<file path="config.mk">
export PLATFORM = sky130hd
export DESIGN_NAME = char_lcd_nibble_sequencer_flat
export DESIGN_NICKNAME = d
export VERILOG_FILES = /design/src/sv/lcdns_pkg.sv /design/src/sv/lcdns_cmd_if.sv /design/src/sv/lcdns_res_if.sv /design/src/sv/lcdns_useq.sv /design/src/sv/lcdns_datapath.sv /design/src/sv/char_lcd_nibble_sequencer.sv /design/src/flat_wrapper.sv
export SDC_FILE = /design/constraint.sdc
export NUM_CORES = 1
export LEC_CHECK = 0
export BUFFER_PORTS_ARGS = -buffer_cell sky130_fd_sc_hd__buf_2
export CELL_PAD_IN_SITES_DETAIL_PLACEMENT = 1
export CELL_PAD_IN_SITES_GLOBAL_PLACEMENT = 1
export CORE_UTILIZATION = 50
export CTS_CLUSTER_SIZE = 40
export DETAILED_ROUTE_END_ITERATION = 12
export PLACE_DENSITY = 0.87
export REMOVE_ABC_BUFFERS = 1
export SLEW_MARGIN = 15
export SYNTH_ARGS = -nofsm -noshare
export SYNTH_HDL_FRONTEND = slang
export SYNTH_HIERARCHICAL = 1
export SYNTH_SLANG_ARGS = --single-unit
export TNS_END_PERCENT = 10
</file>
<file path="constraint.sdc">
create_clock -name clk -period 6.9 [get_ports clk]
set_input_delay 2.07 -clock clk [delete_from_list [all_inputs] [get_ports clk]]
set_output_delay 2.07 -clock clk [all_outputs]
set_load 0.01 [all_outputs]
</file>
<file path="src/sv/lcdns_pkg.sv">
// Package for the character-LCD nibble sequencer.
// Holds field widths, command and micro-op codes, the control word and the microcode ROM.
// No dependencies.
package lcdns_pkg;

	localparam int FUNC_W     = 3;
	localparam int BYTE_W     = 8;
	localparam int COL_W      = 7;
	localparam int ROW_POS_W  = 2;
	localparam int ROW_W      = 3;
	localparam int NCOL_W     = 6;
	localparam int NROW_W     = 3;
	localparam int CFG_IDX_W  = 1;
	localparam int CFG_DATA_W = 6;
	localparam int PC_W       = 7;

	// Configuration register indexes
	localparam logic [CFG_IDX_W-1:0] CFG_NUM_COLUMNS = 1'd0;
	localparam logic [CFG_IDX_W-1:0] CFG_NUM_ROWS    = 1'd1;

	localparam logic [NCOL_W-1:0] NUM_COLUMNS_RST = 6'd16;
	localparam logic [NROW_W-1:0] NUM_ROWS_RST    = 3'd2;

	// Command codes
	typedef enum logic [FUNC_W-1:0] {
		FUNC_PRINT    = 3'd0,
		FUNC_RAW_DATA = 3'd1,
		FUNC_RAW_INST = 3'd2,
		FUNC_CLEAR    = 3'd3,
		FUNC_HOME     = 3'd4,
		FUNC_GOTO     = 3'd5,
		FUNC_LIGHT    = 3'd6,
		FUNC_INIT     = 3'd7
	} func_t;

	// Micro-op field codes
	typedef enum logic [1:0] {RS_KEEP, RS_SET, RS_CLR} rs_op_t;
	typedef enum logic [1:0] {NIB_KEEP, NIB_HI, NIB_LO} nib_sel_t;
	typedef enum logic [1:0] {BS_VALUE, BS_CONST, BS_ADDR} byte_sel_t;
	typedef enum logic [1:0] {CUR_NONE, CUR_ADV, CUR_LOAD, CUR_CLR} cur_op_t;
	typedef enum logic [1:0] {SEQ_NEXT, SEQ_END, SEQ_JPRINT} seq_op_t;

	// One microcode word
	typedef struct packed {
		logic              emit;
		rs_op_t            rs_op;
		logic              bl_load;
		logic              e_val;
		nib_sel_t          nib_sel;
		byte_sel_t         byte_sel;
		logic [BYTE_W-1:0] const_byte;
		cur_op_t           cur_op;
		seq_op_t           seq;
		logic [PC_W-1:0]   target;
	} ctrl_t;

	// Step issued from the sequencer to the datapath
	typedef struct packed {
		logic              go;
		logic              emit;
		logic              last;
		rs_op_t            rs_op;
		logic              bl_load;
		logic              e_val;
		nib_sel_t          nib_sel;
		byte_sel_t         byte_sel;
		logic [BYTE_W-1:0] const_byte;
		cur_op_t           cur_op;
	} issue_t;

	// Program entry points
	localparam logic [PC_W-1:0] PC_DATA  = 7'd0;
	localparam logic [PC_W-1:0] PC_INST  = 7'd6;
	localparam logic [PC_W-1:0] PC_CLEAR = 7'd12;
	localparam logic [PC_W-1:0] PC_HOME  = 7'd18;
	localparam logic [PC_W-1:0] PC_GOTO  = 7'd24;
	localparam logic [PC_W-1:0] PC_ADDR  = 7'd25;
	localparam logic [PC_W-1:0] PC_LIGHT = 7'd31;
	localparam logic [PC_W-1:0] PC_INIT  = 7'd32;
	localparam logic [PC_W-1:0] PC_NIB   = 7'd33;
	localparam logic [PC_W-1:0] PC_IBYTE = 7'd45;
	localparam logic [PC_W-1:0] PC_END   = 7'd74;

	localparam ctrl_t CTRL_IDLE = '{
		emit: 1'b0, rs_op: RS_KEEP, bl_load: 1'b0, e_val: 1'b0, nib_sel: NIB_KEEP,
		byte_sel: BS_VALUE, const_byte: 8'h00, cur_op: CUR_NONE, seq: SEQ_NEXT,
		target: 7'd0
	};

	// One of the six expander bytes of a display byte: k 0..2 high nibble, 3..5 low
	function automatic ctrl_t send_word(input rs_op_t rs, input byte_sel_t bs,
			input logic [BYTE_W-1:0] cb, input logic [2:0] k);
		ctrl_t w;
		w            = CTRL_IDLE;
		w.emit       = 1'b1;
		w.rs_op      = rs;
		w.byte_sel   = bs;
		w.const_byte = cb;
		w.nib_sel    = (k < 3'd3) ? NIB_HI : NIB_LO;
		w.e_val      = (k == 3'd1) || (k == 3'd4);
		return w;
	endfunction

	function automatic logic [PC_W-1:0] entry_pc(input logic [FUNC_W-1:0] f);
		logic [PC_W-1:0] p;
		case (func_t'(f))
			FUNC_PRINT:    p = PC_DATA;
			FUNC_RAW_DATA: p = PC_DATA;
			FUNC_RAW_INST: p = PC_INST;
			FUNC_CLEAR:    p = PC_CLEAR;
			FUNC_HOME:     p = PC_HOME;
			FUNC_GOTO:     p = PC_GOTO;
			FUNC_LIGHT:    p = PC_LIGHT;
			default:       p = PC_INIT;
		endcase
		return p;
	endfunction

	// Microcode ROM
	function automatic ctrl_t rom(input logic [PC_W-1:0] pc);
		ctrl_t             w;
		logic [PC_W-1:0]   k;
		logic [BYTE_W-1:0] cb;
		w  = CTRL_IDLE;
		k  = '0;
		cb = '0;
		if (pc < PC_INST) begin
			// data byte, RS high; print continues with the address
			w = send_word(RS_SET, BS_VALUE, 8'h00, pc[2:0]);
			if (pc == PC_INST - 7'd1) begin
				w.cur_op = CUR_ADV;
				w.seq    = SEQ_JPRINT;
				w.target = PC_ADDR;
			end
		end else if (pc < PC_CLEAR) begin
			k = pc - PC_INST;
			w = send_word(RS_CLR, BS_VALUE, 8'h00, k[2:0]);
			if (pc == PC_CLEAR - 7'd1) w.seq = SEQ_END;
		end else if (pc < PC_HOME) begin
			k = pc - PC_CLEAR;
			w = send_word(RS_CLR, BS_CONST, 8'h01, k[2:0]);
			if (pc == PC_HOME - 7'd1) w.seq = SEQ_END;
		end else if (pc < PC_GOTO) begin
			k = pc - PC_HOME;
			w = send_word(RS_CLR, BS_CONST, 8'h02, k[2:0]);
			if (pc == PC_GOTO - 7'd1) begin
				w.cur_op = CUR_CLR;
				w.seq    = SEQ_END;
			end
		end else if (pc == PC_GOTO) begin
			w.cur_op = CUR_LOAD;
		end else if (pc < PC_LIGHT) begin
			k = pc - PC_ADDR;
			w = send_word(RS_CLR, BS_ADDR, 8'h00, k[2:0]);
			if (pc == PC_LIGHT - 7'd1) w.seq = SEQ_END;
		end else if (pc == PC_LIGHT) begin
			w.emit    = 1'b1;
			w.bl_load = 1'b1;
			w.seq     = SEQ_END;
		end else if (pc == PC_INIT) begin
			// drop E and RS, keep nibble and backlight
			w.emit  = 1'b1;
			w.rs_op = RS_CLR;
		end else if (pc < PC_IBYTE) begin
			// three strobes of nibble 3, one of nibble 2
			k            = pc - PC_NIB;
			w.emit       = 1'b1;
			w.byte_sel   = BS_CONST;
			w.nib_sel    = NIB_HI;
			w.const_byte = (k < 7'd9) ? 8'h30 : 8'h20;
			w.e_val      = (k == 7'd1) || (k == 7'd4) || (k == 7'd7) || (k == 7'd10);
		end else if (pc <= PC_END) begin
			k = pc - PC_IBYTE;
			if (k < 7'd6) begin
				cb = 8'h06;
			end else if (k < 7'd12) begin
				cb = 8'h0e;
				k  = k - 7'd6;
			end else if (k < 7'd18) begin
				cb = 8'h0c;
				k  = k - 7'd12;
			end else if (k < 7'd24) begin
				cb = 8'h01;
				k  = k - 7'd18;
			end else begin
				cb = 8'h02;
				k  = k - 7'd24;
			end
			w = send_word(RS_CLR, BS_CONST, cb, k[2:0]);
			if (pc == PC_END) begin
				w.cur_op = CUR_CLR;
				w.seq    = SEQ_END;
			end
		end else begin
			w.seq = SEQ_END;
		end
		return w;
	endfunction

endpackage

</file>
<file path="src/sv/lcdns_cmd_if.sv">
// Command channel: one LCD command item with valid/ready.
// Depends on lcdns_pkg for field widths.
interface lcdns_cmd_if;
	import lcdns_pkg::*;
	logic                 valid;
	logic                 ready;
	logic [FUNC_W-1:0]    func;
	logic [BYTE_W-1:0]    value;
	logic [COL_W-1:0]     col_pos;
	logic [ROW_POS_W-1:0] row_pos;
	logic                 light_on;
	modport source(output valid, func, value, col_pos, row_pos, light_on, input ready);
	modport sink(input valid, func, value, col_pos, row_pos, light_on, output ready);
endinterface

</file>
<file path="src/sv/lcdns_res_if.sv">
// Result channel: one expander byte item with last flag, valid/ready.
// Depends on lcdns_pkg for field widths.
interface lcdns_res_if;
	import lcdns_pkg::*;
	logic              valid;
	logic              ready;
	logic [BYTE_W-1:0] expander_byte;
	logic              last;
	modport source(output valid, expander_byte, last, input ready);
	modport sink(input valid, expander_byte, last, output ready);
endinterface

</file>
<file path="src/sv/lcdns_useq.sv">
// Microcode sequencer: step counter, ROM fetch, conditional jump, step issue.
// Depends on lcdns_pkg.
module lcdns_useq (
	input  logic                           clk,
	input  logic                           arst_n,
	input  logic                           cmd_valid,
	input  logic [lcdns_pkg::FUNC_W-1:0]   cmd_func,
	input  logic                           stall,
	output logic                           cmd_ready,
	output lcdns_pkg::issue_t              issue
);
	import lcdns_pkg::*;

	logic              busy_q;
	logic [PC_W-1:0]   pc_q;
	logic [FUNC_W-1:0] func_q;
	ctrl_t             cw;
	logic              step;
	logic              is_print;
	logic              taken;
	logic              seq_end;

	assign cmd_ready = !busy_q;
	assign step      = busy_q && !stall;
	assign is_print  = (func_q == FUNC_PRINT);

	// Fetch and decode
	always_comb begin
		cw      = rom(pc_q);
		taken   = 1'b0;
		seq_end = 1'b0;
		case (cw.seq)
			SEQ_END:    seq_end = 1'b1;
			SEQ_JPRINT: begin
				taken   = is_print;
				seq_end = !is_print;
			end
			default:    seq_end = 1'b0;
		endcase
		issue.go         = step;
		issue.emit       = cw.emit;
		issue.last       = seq_end;
		issue.rs_op      = cw.rs_op;
		issue.bl_load    = cw.bl_load;
		issue.e_val      = cw.e_val;
		issue.nib_sel    = cw.nib_sel;
		issue.byte_sel   = cw.byte_sel;
		issue.const_byte = cw.const_byte;
		// cursor advance only for a printed character
		issue.cur_op     = (cw.cur_op == CUR_ADV && !is_print) ? CUR_NONE : cw.cur_op;
	end

	// Step counter and busy flag
	always_ff @(posedge clk or negedge arst_n) begin
		if (!arst_n) begin
			busy_q <= 1'b0;
			pc_q   <= '0;
			func_q <= '0;
		end else if (!busy_q) begin
			if (cmd_valid) begin
				busy_q <= 1'b1;
				pc_q   <= entry_pc(cmd_func);
				func_q <= cmd_func;
			end
		end else if (step) begin
			if (seq_end) busy_q <= 1'b0;
			pc_q <= taken ? cw.target : pc_q + 7'd1;
		end
	end

	a_last_frees: assert property (@(posedge clk) disable iff (!arst_n)
		issue.go && issue.last |=> !busy_q) else $error("busy after final step");
	a_last_emits: assert property (@(posedge clk) disable iff (!arst_n)
		issue.go && issue.last |-> issue.emit) else $error("final step sends no byte");
	a_stall_holds: assert property (@(posedge clk) disable iff (!arst_n)
		busy_q && stall |=> $stable(pc_q)) else $error("step counter moved under stall");

endmodule

</file>
<file path="src/sv/lcdns_datapath.sv">
// Datapath: config registers, command fields, cursor, port image and output register.
// Depends on lcdns_pkg; driven by lcdns_useq issue words.
module lcdns_datapath (
	input  logic                              clk,
	input  logic                              arst_n,
	input  logic                              cmd_fire,
	input  logic [lcdns_pkg::BYTE_W-1:0]      cmd_value,
	input  logic [lcdns_pkg::COL_W-1:0]       cmd_col_pos,
	input  logic [lcdns_pkg::ROW_POS_W-1:0]   cmd_row_pos,
	input  logic                              cmd_light_on,
	input  lcdns_pkg::issue_t                 issue,
	input  logic                              cfg_we,
	input  logic [lcdns_pkg::CFG_IDX_W-1:0]   cfg_index,
	input  logic [lcdns_pkg::CFG_DATA_W-1:0]  cfg_data,
	input  logic                              res_ready,
	output logic                              stall,
	output logic                              res_valid,
	output logic [lcdns_pkg::BYTE_W-1:0]      res_byte,
	output logic                              res_last
);
	import lcdns_pkg::*;

	logic [NCOL_W-1:0]    num_columns_q;
	logic [NROW_W-1:0]    num_rows_q;
	logic [BYTE_W-1:0]    value_q;
	logic [COL_W-1:0]     col_pos_q;
	logic [ROW_POS_W-1:0] row_pos_q;
	logic                 light_q;
	logic [COL_W-1:0]     col_q;
	logic [ROW_W-1:0]     row_q;
	logic [BYTE_W-1:0]    img_q;
	logic                 res_valid_q;
	logic [BYTE_W-1:0]    res_byte_q;
	logic                 res_last_q;

	logic [COL_W-1:0]     addr;
	logic [BYTE_W-1:0]    sel_byte;
	logic [3:0]           nib;
	logic                 rs;
	logic [BYTE_W-1:0]    img_n;
	logic [COL_W-1:0]     col_inc;
	logic [ROW_W-1:0]     row_inc;

	assign stall     = res_valid_q && !res_ready;
	assign res_valid = res_valid_q;
	assign res_byte  = res_byte_q;
	assign res_last  = res_last_q;

	// DDRAM address: rows 2 and 3 alias rows 0 and 1
	assign addr    = {row_q[0], 6'd0} + col_q;
	assign col_inc = col_q + 7'd1;
	assign row_inc = row_q + 3'd1;

	// Next port image
	always_comb begin
		case (issue.byte_sel)
			BS_CONST: sel_byte = issue.const_byte;
			BS_ADDR:  sel_byte = {1'b1, addr};
			default:  sel_byte = value_q;
		endcase
		case (issue.nib_sel)
			NIB_HI:  nib = sel_byte[7:4];
			NIB_LO:  nib = sel_byte[3:0];
			default: nib = img_q[7:4];
		endcase
		case (issue.rs_op)
			RS_SET:  rs = 1'b1;
			RS_CLR:  rs = 1'b0;
			default: rs = img_q[0];
		endcase
		img_n = {nib, (issue.bl_load ? light_q : img_q[3]), issue.e_val, 1'b0, rs};
	end

	// Configuration registers
	always_ff @(posedge clk or negedge arst_n) begin
		if (!arst_n) begin
			num_columns_q <= NUM_COLUMNS_RST;
			num_rows_q    <= NUM_ROWS_RST;
		end else if (cfg_we) begin
			case (cfg_index)
				CFG_NUM_COLUMNS: num_columns_q <= cfg_data[NCOL_W-1:0];
				CFG_NUM_ROWS:    num_rows_q    <= cfg_data[NROW_W-1:0];
				default:         ;
			endcase
		end
	end

	// Command fields
	always_ff @(posedge clk) begin
		if (cmd_fire) begin
			value_q   <= cmd_value;
			col_pos_q <= cmd_col_pos;
			row_pos_q <= cmd_row_pos;
			light_q   <= cmd_light_on;
		end
	end

	// Cursor
	always_ff @(posedge clk or negedge arst_n) begin
		if (!arst_n) begin
			col_q <= '0;
			row_q <= '0;
		end else if (issue.go) begin
			case (issue.cur_op)
				CUR_ADV: begin
					if (col_inc == {1'b0, num_columns_q}) begin
						col_q <= '0;
						row_q <= (row_inc == num_rows_q) ? '0 : row_inc;
					end else begin
						col_q <= col_inc;
					end
				end
				CUR_LOAD: begin
					col_q <= col_pos_q;
					row_q <= {1'b0, row_pos_q};
				end
				CUR_CLR: begin
					col_q <= '0;
					row_q <= '0;
				end
				default: ;
			endcase
		end
	end

	// Port image and output register
	always_ff @(posedge clk or negedge arst_n) begin
		if (!arst_n) begin
			img_q       <= '0;
			res_valid_q <= 1'b0;
		end else if (issue.go && issue.emit) begin
			img_q       <= img_n;
			res_valid_q <= 1'b1;
		end else if (res_ready) begin
			res_valid_q <= 1'b0;
		end
	end

	always_ff @(posedge clk) begin
		if (issue.go && issue.emit) begin
			res_byte_q <= img_n;
			res_last_q <= issue.last;
		end
	end

	a_emit_shows: assert property (@(posedge clk) disable iff (!arst_n)
		issue.go && issue.emit |=> res_valid_q) else $error("sent byte not presented");
	a_end_e_low: assert property (@(posedge clk) disable iff (!arst_n)
		res_valid_q && res_last_q |-> !res_byte_q[2]) else $error("command ends with E high");
	a_no_step_stalled: assert property (@(posedge clk) disable iff (!arst_n)
		stall |-> !issue.go) else $error("step issued into a full output register");

endmodule

</file>
<file path="src/sv/char_lcd_nibble_sequencer.sv">
// Character-LCD nibble sequencer, top level. An accepted command runs a microcode program
// that sends one expander byte per cycle unless the output stalls, which holds the step
// counter, which is loaded at accept; each byte goes out through the output register.
// Goto first loads the cursor. Bytes: print 12, raw/clear/home 6, goto 6, light 1, init 43.
// Reset clears cursor and port image and sets 16 columns by 2 rows.
// Depends on lcdns_pkg, lcdns_cmd_if, lcdns_res_if, lcdns_useq, lcdns_datapath.
module char_lcd_nibble_sequencer (
	input  logic                              clk,
	input  logic                              arst_n,
	lcdns_cmd_if.sink                         cmd,
	lcdns_res_if.source                       res,
	input  logic                              cfg_we,
	input  logic [lcdns_pkg::CFG_IDX_W-1:0]   cfg_index,
	input  logic [lcdns_pkg::CFG_DATA_W-1:0]  cfg_data
);
	import lcdns_pkg::*;

	issue_t issue;
	logic   stall;
	logic   cmd_ready;
	logic   cmd_fire;

	assign cmd.ready = cmd_ready;
	assign cmd_fire  = cmd.valid && cmd_ready;

	lcdns_useq u_useq (
		.clk       (clk),
		.arst_n    (arst_n),
		.cmd_valid (cmd.valid),
		.cmd_func  (cmd.func),
		.stall     (stall),
		.cmd_ready (cmd_ready),
		.issue     (issue)
	);

	lcdns_datapath u_datapath (
		.clk          (clk),
		.arst_n       (arst_n),
		.cmd_fire     (cmd_fire),
		.cmd_value    (cmd.value),
		.cmd_col_pos  (cmd.col_pos),
		.cmd_row_pos  (cmd.row_pos),
		.cmd_light_on (cmd.light_on),
		.issue        (issue),
		.cfg_we       (cfg_we),
		.cfg_index    (cfg_index),
		.cfg_data     (cfg_data),
		.res_ready    (res.ready),
		.stall        (stall),
		.res_valid    (res.valid),
		.res_byte     (res.expander_byte),
		.res_last     (res.last)
	);

endmodule
</file>
<file path="src/flat_wrapper.sv">
// flat-port wrapper written by rule: the top's interface ports become plain ports
module char_lcd_nibble_sequencer_flat import lcdns_pkg::*;
  (clk, arst_n, cfg_we, cfg_index, cfg_data, cmd_valid, cmd_func, cmd_value, cmd_col_pos, cmd_row_pos, cmd_light_on, cmd_ready, res_valid, res_expander_byte, res_last, res_ready);
  lcdns_cmd_if cmd_i ();
  lcdns_res_if res_i ();
  input  logic clk;
  input  logic arst_n;
  input  logic cfg_we;
  input  logic [lcdns_pkg::CFG_IDX_W-1:0] cfg_index;
  input  logic [lcdns_pkg::CFG_DATA_W-1:0] cfg_data;
  input wire logic [$bits(cmd_i.valid)-1:0] cmd_valid;
  input wire logic [$bits(cmd_i.func)-1:0] cmd_func;
  input wire logic [$bits(cmd_i.value)-1:0] cmd_value;
  input wire logic [$bits(cmd_i.col_pos)-1:0] cmd_col_pos;
  input wire logic [$bits(cmd_i.row_pos)-1:0] cmd_row_pos;
  input wire logic [$bits(cmd_i.light_on)-1:0] cmd_light_on;
  output wire logic [$bits(cmd_i.ready)-1:0] cmd_ready;
  output wire logic [$bits(res_i.valid)-1:0] res_valid;
  output wire logic [$bits(res_i.expander_byte)-1:0] res_expander_byte;
  output wire logic [$bits(res_i.last)-1:0] res_last;
  input wire logic [$bits(res_i.ready)-1:0] res_ready;
  assign cmd_i.valid = cmd_valid;
  assign cmd_i.func = cmd_func;
  assign cmd_i.value = cmd_value;
  assign cmd_i.col_pos = cmd_col_pos;
  assign cmd_i.row_pos = cmd_row_pos;
  assign cmd_i.light_on = cmd_light_on;
  assign cmd_ready = cmd_i.ready;
  assign res_valid = res_i.valid;
  assign res_expander_byte = res_i.expander_byte;
  assign res_last = res_i.last;
  assign res_i.ready = res_ready;
  char_lcd_nibble_sequencer u_core (.clk(clk), .arst_n(arst_n), .cmd(cmd_i), .res(res_i), .cfg_we(cfg_we), .cfg_index(cfg_index), .cfg_data(cfg_data));
endmodule
</file>
After elaboration in Yosys (flattened, before gate mapping)
Index checks and enable logic that the tools add are counted.
{"block": "totals", "register_bits": 64, "in_bits": 33, "word_cells": 221, "out_inout_bits": 11}
{"block": "classes", "add_sub_neg": 14, "magnitude_cmp": 18, "bitwise_logic": 2, "n_eq_ne": 47, "muxes": 95, "reduce_logical": 30}
{"operator": "$mux 19", "n": 10}
{"operator": "$mux 28", "n": 5}
{"operator": "$mux 4", "n": 15}
{"operator": "$mux 3", "n": 18}
{"operator": "$mux 7", "n": 6}
{"operator": "$pmux 6 s6", "n": 1}
{"operator": "$eq 7x5->1 const B", "n": 5}
{"operator": "$lt 7x5->1 const B", "n": 5}
{"operator": "$eq 3x3->1 const B", "n": 9}
{"operator": "$mux 25", "n": 1}
{"operator": "$mux 2", "n": 12}
{"operator": "$eq 3x1->1 const B", "n": 7}
{"operator": "$eq 7x3->1 const B", "n": 3}
{"operator": "$lt 7x4->1 const B", "n": 3}
{"operator": "$pmux 7 s3", "n": 1}
{"operator": "$lt 3x2->1 const B", "n": 6}
{"operator": "$mux 17", "n": 1}
{"operator": "$pmux 8 s2", "n": 1}
{"operator": "$mux 15", "n": 1}
{"operator": "$add 7x1->7 const B", "n": 2}
{"operator": "$eq 7x4->1 const B", "n": 2}
{"operator": "$lt 7x3->1 const B", "n": 2}
{"operator": "$mux 1", "n": 14}
{"operator": "$sub 7x6->7 const B", "n": 2}
{"operator": "35 further kinds", "n": 74}

Logic depth before layout (Yosys ltp)
{"block": "depth", "depth_word": 43, "ltp_mapped": 20, "ltp_nobuf": 19}

Cells and area by module
The synthesis kept the hierarchy.
{"module": "lcdns_datapath", "instances": 1, "cells_per_inst": 212, "area_per_inst_um2": 2632.5, "seq_area_each_um2": 1433.9}
{"module": "lcdns_useq", "instances": 1, "cells_per_inst": 269, "area_per_inst_um2": 1903.1, "seq_area_each_um2": 275.3}
{"module": "char_lcd_nibble_sequencer", "instances": 1, "cells_per_inst": 1, "area_per_inst_um2": 6.3, "seq_area_each_um2": 0.0}

Worst setup path after synthesis
OpenSTA, ideal clock, no wires.
{"block": "synth_path", "path_kind": "register -> register", "startpoint": "register u_core.u_useq.pc_q[0]", "endpoint": "register u_core.u_datapath.res_byte_q[6] (netlist: u_core/u_datapath/res_byte[6]), data pin", "synth_period_minus_slack_ps": 4461, "n_path_buf": 2, "arrival_ps": 4201, "required_ps": 6640, "setup_slack_ps": 2439, "stages_incl_launch_ff": 17, "path_cell_list": "dfrtp_1 -> clkbuf_1 -> inv_1 -> ha_1 -> xor2_1 -> ha_1 -> or2_2 -> mux4_2 -> nor2_2 -> a2111oi_1 -> a211oi_2 -> o21ai_2 -> a221oi_2 -> inv_1 -> ha_1 -> clkbuf_1 -> mux2_2"}
{"element": "start, declared", "line_no": "lcdns_useq.sv:15", "text": "logic [PC_W-1:0] pc_q;"}
{"element": "start signal, assigned", "line_no": "lcdns_useq.sv:62", "text": "pc_q <= entry_pc(cmd_func);"}
{"element": "start signal, assigned", "line_no": "lcdns_useq.sv:67", "text": "pc_q <= taken ? cw.target : pc_q + 7'd1;"}
{"element": "end signal, assigned", "line_no": "lcdns_datapath.sv:141", "text": "res_byte_q <= img_n;"}
{"element": "end, declared", "line_no": "lcdns_datapath.sv:33", "text": "logic [BYTE_W-1:0] res_byte_q;"}

==> metrics.cfg <==
[run]
drv_cap=0

[logic_synthesis]
ys_seq_elements=63
synth.area.top_cells=dfrtp_1 (19%), edfxtp_1 (17%), ha_1 (6.9%)
yosysTopAreaCell=dfrtp_1
synthTopCellsByCount=nand2_1 (52), dfrtp_1 (35), a21oi_1 (30), nor2_1 (30), o21ai_0 (27)
synth_edf_count=26
async_reset_ff_frac=0.5873
yosys.area_share.simple=0.1716
ys_seq_area_frac=0.3763
syn-cell-area_mm2=0.004542
yosysTopAreaCellShare=0.1928
syn_inst=482
avgSynthCellArea_um2=9.423
synthMuxAreaShare=0.05895
synthAdderAreaFrac=0.06887
synth_ff_type=dfrtp_1
synth_top_family_by_area=compound AO/OA/AOI/OAI gates
post-synth-top-count-cell=nand2_1
synth_compound_area_frac=0.2179
netlist-cell-type-count=78
synth-xor-area-share=0.05096
ys_warn_count=6

[critical_path]
cp-end-kind=register
timing.rr.start=u_core/u_useq/pc_q[0]
rrSetupSlack_ns=1.79
crit_path_max_fanout=19
reg2regPathDepth=17
required_ns=7.14
cp-startpoint=u_core/u_useq/pc_q[0]
crit_path_end=u_core/u_datapath/img_q[5]
path_class=register to register
r2r-end=u_core/u_datapath/img_q[5]
start_kind=register
crit_arrival_ns=5.35

[floorplan]
dieArea_mm2=0.009469
rows=34
die_h_um=97.31
fp.dieW_um=97.31
pin_count=44
coreArea_mm2=0.008763
start_util=0.5183

[power]
power.density_mw_per_mm2=560.3
ir_drop_mv=0.2400
leakagePower_nw=2.046

[layout]
final_layout_size_suffix_gt1_frac=0.1988
syn_to_final_growth_pct=9.311
fillers=1018
fin_util=0.5665
fin_cells=621
final_nets=566
antenna_cells=0

[global_routing]
grt_max_degree=38
antenna_found_initial=0
gr-total-overflow=0
grt_pass1_wl_mm=20.39
track_usage=0.2704
grt_pass1_vias=4062

[timing]
hold-worst-slack_ns=0.5105
timing.final.crit_share=0.7402
fin_crit_ns=5.107
drv_slew=0
fin_skew_ns=0.007610
slew_headroom=0.2841
finalSetupViolCount=0
max_freq_mhz=195.8
tns_ns=0
hold_violations=0
tightest_slew_ns=1.059
rsz0062_at_grt=false

[clock_network]
cts_tree=yes
clk_pin_slew_ns=0.08
holdBufCountCts=0
cts_root_buf=clkbuf_8
cts_buffers=9
htree_num_levels=3
clockBufferDepth=2
clock_latency_ns=0.35
cts_setup_buffers=0
clock-sinks=63
ctsResizeCount=0

[routing]
route.vias.total=3861
drtIter0Drc=320
wl_per_cell_um=19.57
route.detailed.drc=0
final_antenna_net_count=0
dr.pass1.iters=4
routed_via_density=6.217
drt_wl_total_mm=12.15

[hold_path]
hold_start=u_core/u_datapath/img_q[0]
hold_class=register to register

[placed_design]
dp_cells=605
dpl.hpwl_mm=9.180
port_buffers=42
place.gp.congestion=0.9723

[status]
status=complete, no violations

## metal layers
layer	routed length, um	part of all wire	track usage
met2	6100	0.50	0.4599
met4	209	0.017	0.09050
met5	0	0	0
met1	5286	0.44	0.3526
met3	554	0.046	0.04173
## critical path, cell delays in order, from the launching register on
cell	delay, ns
dfrtp_1	0.78
inv_1	0.33
ha_1	0.35
xor2_1	0.22
inv_1	0.33
ha_1	0.28
nand2_1	0.10
mux4_2	0.51
nor2_2	0.11
a2111oi_1	0.07
a211oi_2	0.31
o21ai_2	0.12
a221oi_2	0.33
inv_1	0.08
ha_1	0.29
a221oi_1	0.34
o31ai_1	0.16
mux2_2	0.28
## cell families (layout without fill, tap and decap cells)
logic type	count (synthesis)	in the layout
xor gates and xnor gates	24	24
other	2	3
AOI/OAI and AO/OA	145	145
DFF	63	63
buffers and inverters	54	84
adders and majority gates	25	25
muxes	23	23
and+or+nand+nor	146	146
## worst min-delay path by stage
stage | end | slack, ns | cells after the start
finish | u_core/u_datapath/img_q[0] | 0.51 | 1
global route | u_core/u_useq/func_q[2] | 0.52 | 1
CTS | u_core/u_datapath/img_q[0] | 0.51 | 1
detailed placement | u_core/u_datapath/img_q[0] | 0.49 | 1
global placement | u_core/u_datapath/img_q[0] | 0.48 | 1
floorplan | u_core/u_datapath/col_q[0] | 0.46 | 2
## cell usage in the layout (no fill, tap or decap), drive strengths merged, types with 4 or more instances in the layout
cell type  netlist  routed
a221oi           4       4
nor3             5       5
nand2b           7       7
a22o             9       9
xor2             8       8
buf             14      42
clkbuf          14       9
a2111oi          4       4
a31oi            5       5
nand2           52      52
xnor2           15      15
edfxtp          26      26
nor3b            4       4
inv             25      26
a21o             8       8
nand3           10      10
o31ai           11      11
o22ai            4       4
nor4             7       7
ha              25      25
o21ai           32      32
nor2b            4       4
nor2            32      32
a21oi           31      31
dfrtp           35      35
a211oi           6       6
mux2            20      20
or2              5       5
a22oi            9       9
nand4            4       4
o211ai           4       4
## registers in the layout (all words and copies together) (netlist names), 2 cells and up
name / flops
u_core/u_datapath/row_q: 3
u_core/u_datapath/col_pos_q: 7
u_core/u_useq/func_q: 3
u_core/u_datapath/value_q: 8
u_core/u_datapath/col_q: 7
u_core/u_datapath/num_rows_q: 3
u_core/u_datapath/res_byte: 7
u_core/u_datapath/row_pos_q: 2
u_core/u_datapath/img_q: 6
u_core/u_useq/pc_q: 7
u_core/u_datapath/num_columns_q: 6
## cell type report
class	count	area, um2	share of cell area
multi-input combinational	366	2592	0.5222
inverter	26	97.59	0.01966
sequential	63	1709	0.3443
clock buffer	9	123.9	0.02495
timing repair buffer	42	210.2	0.04234
clock inverter	7	96.34	0.01941
tap	108	135.1	0.02722
## report_power, final
| group | switching [mW] | total [mW] | internal, mW | leakage, nW |
|---|---|---|---|---|
| clock network | 0.155 | 0.359 | 0.204 | 0.103 |
| logic | 1.04 | 1.71 | 0.672 | 1.24 |
| registers | 0.172 | 0.709 | 0.537 | 0.703 |
## per-stage QoR
stage / setup WS (ns) / power (mW) / instance area, um2
after detailed placement: 1.814 / 2.395 / 4745
after floorplan: 2.602 / 1.940 / 4399
after global routing: 1.393 / 3.001 / 4965
after CTS: 1.792 / 2.770 / 4965
after global placement: 2.168 / 2.300 / 4745
final: 1.793 / 2.782 / 4965
Power figures use the tool's default switching activity.
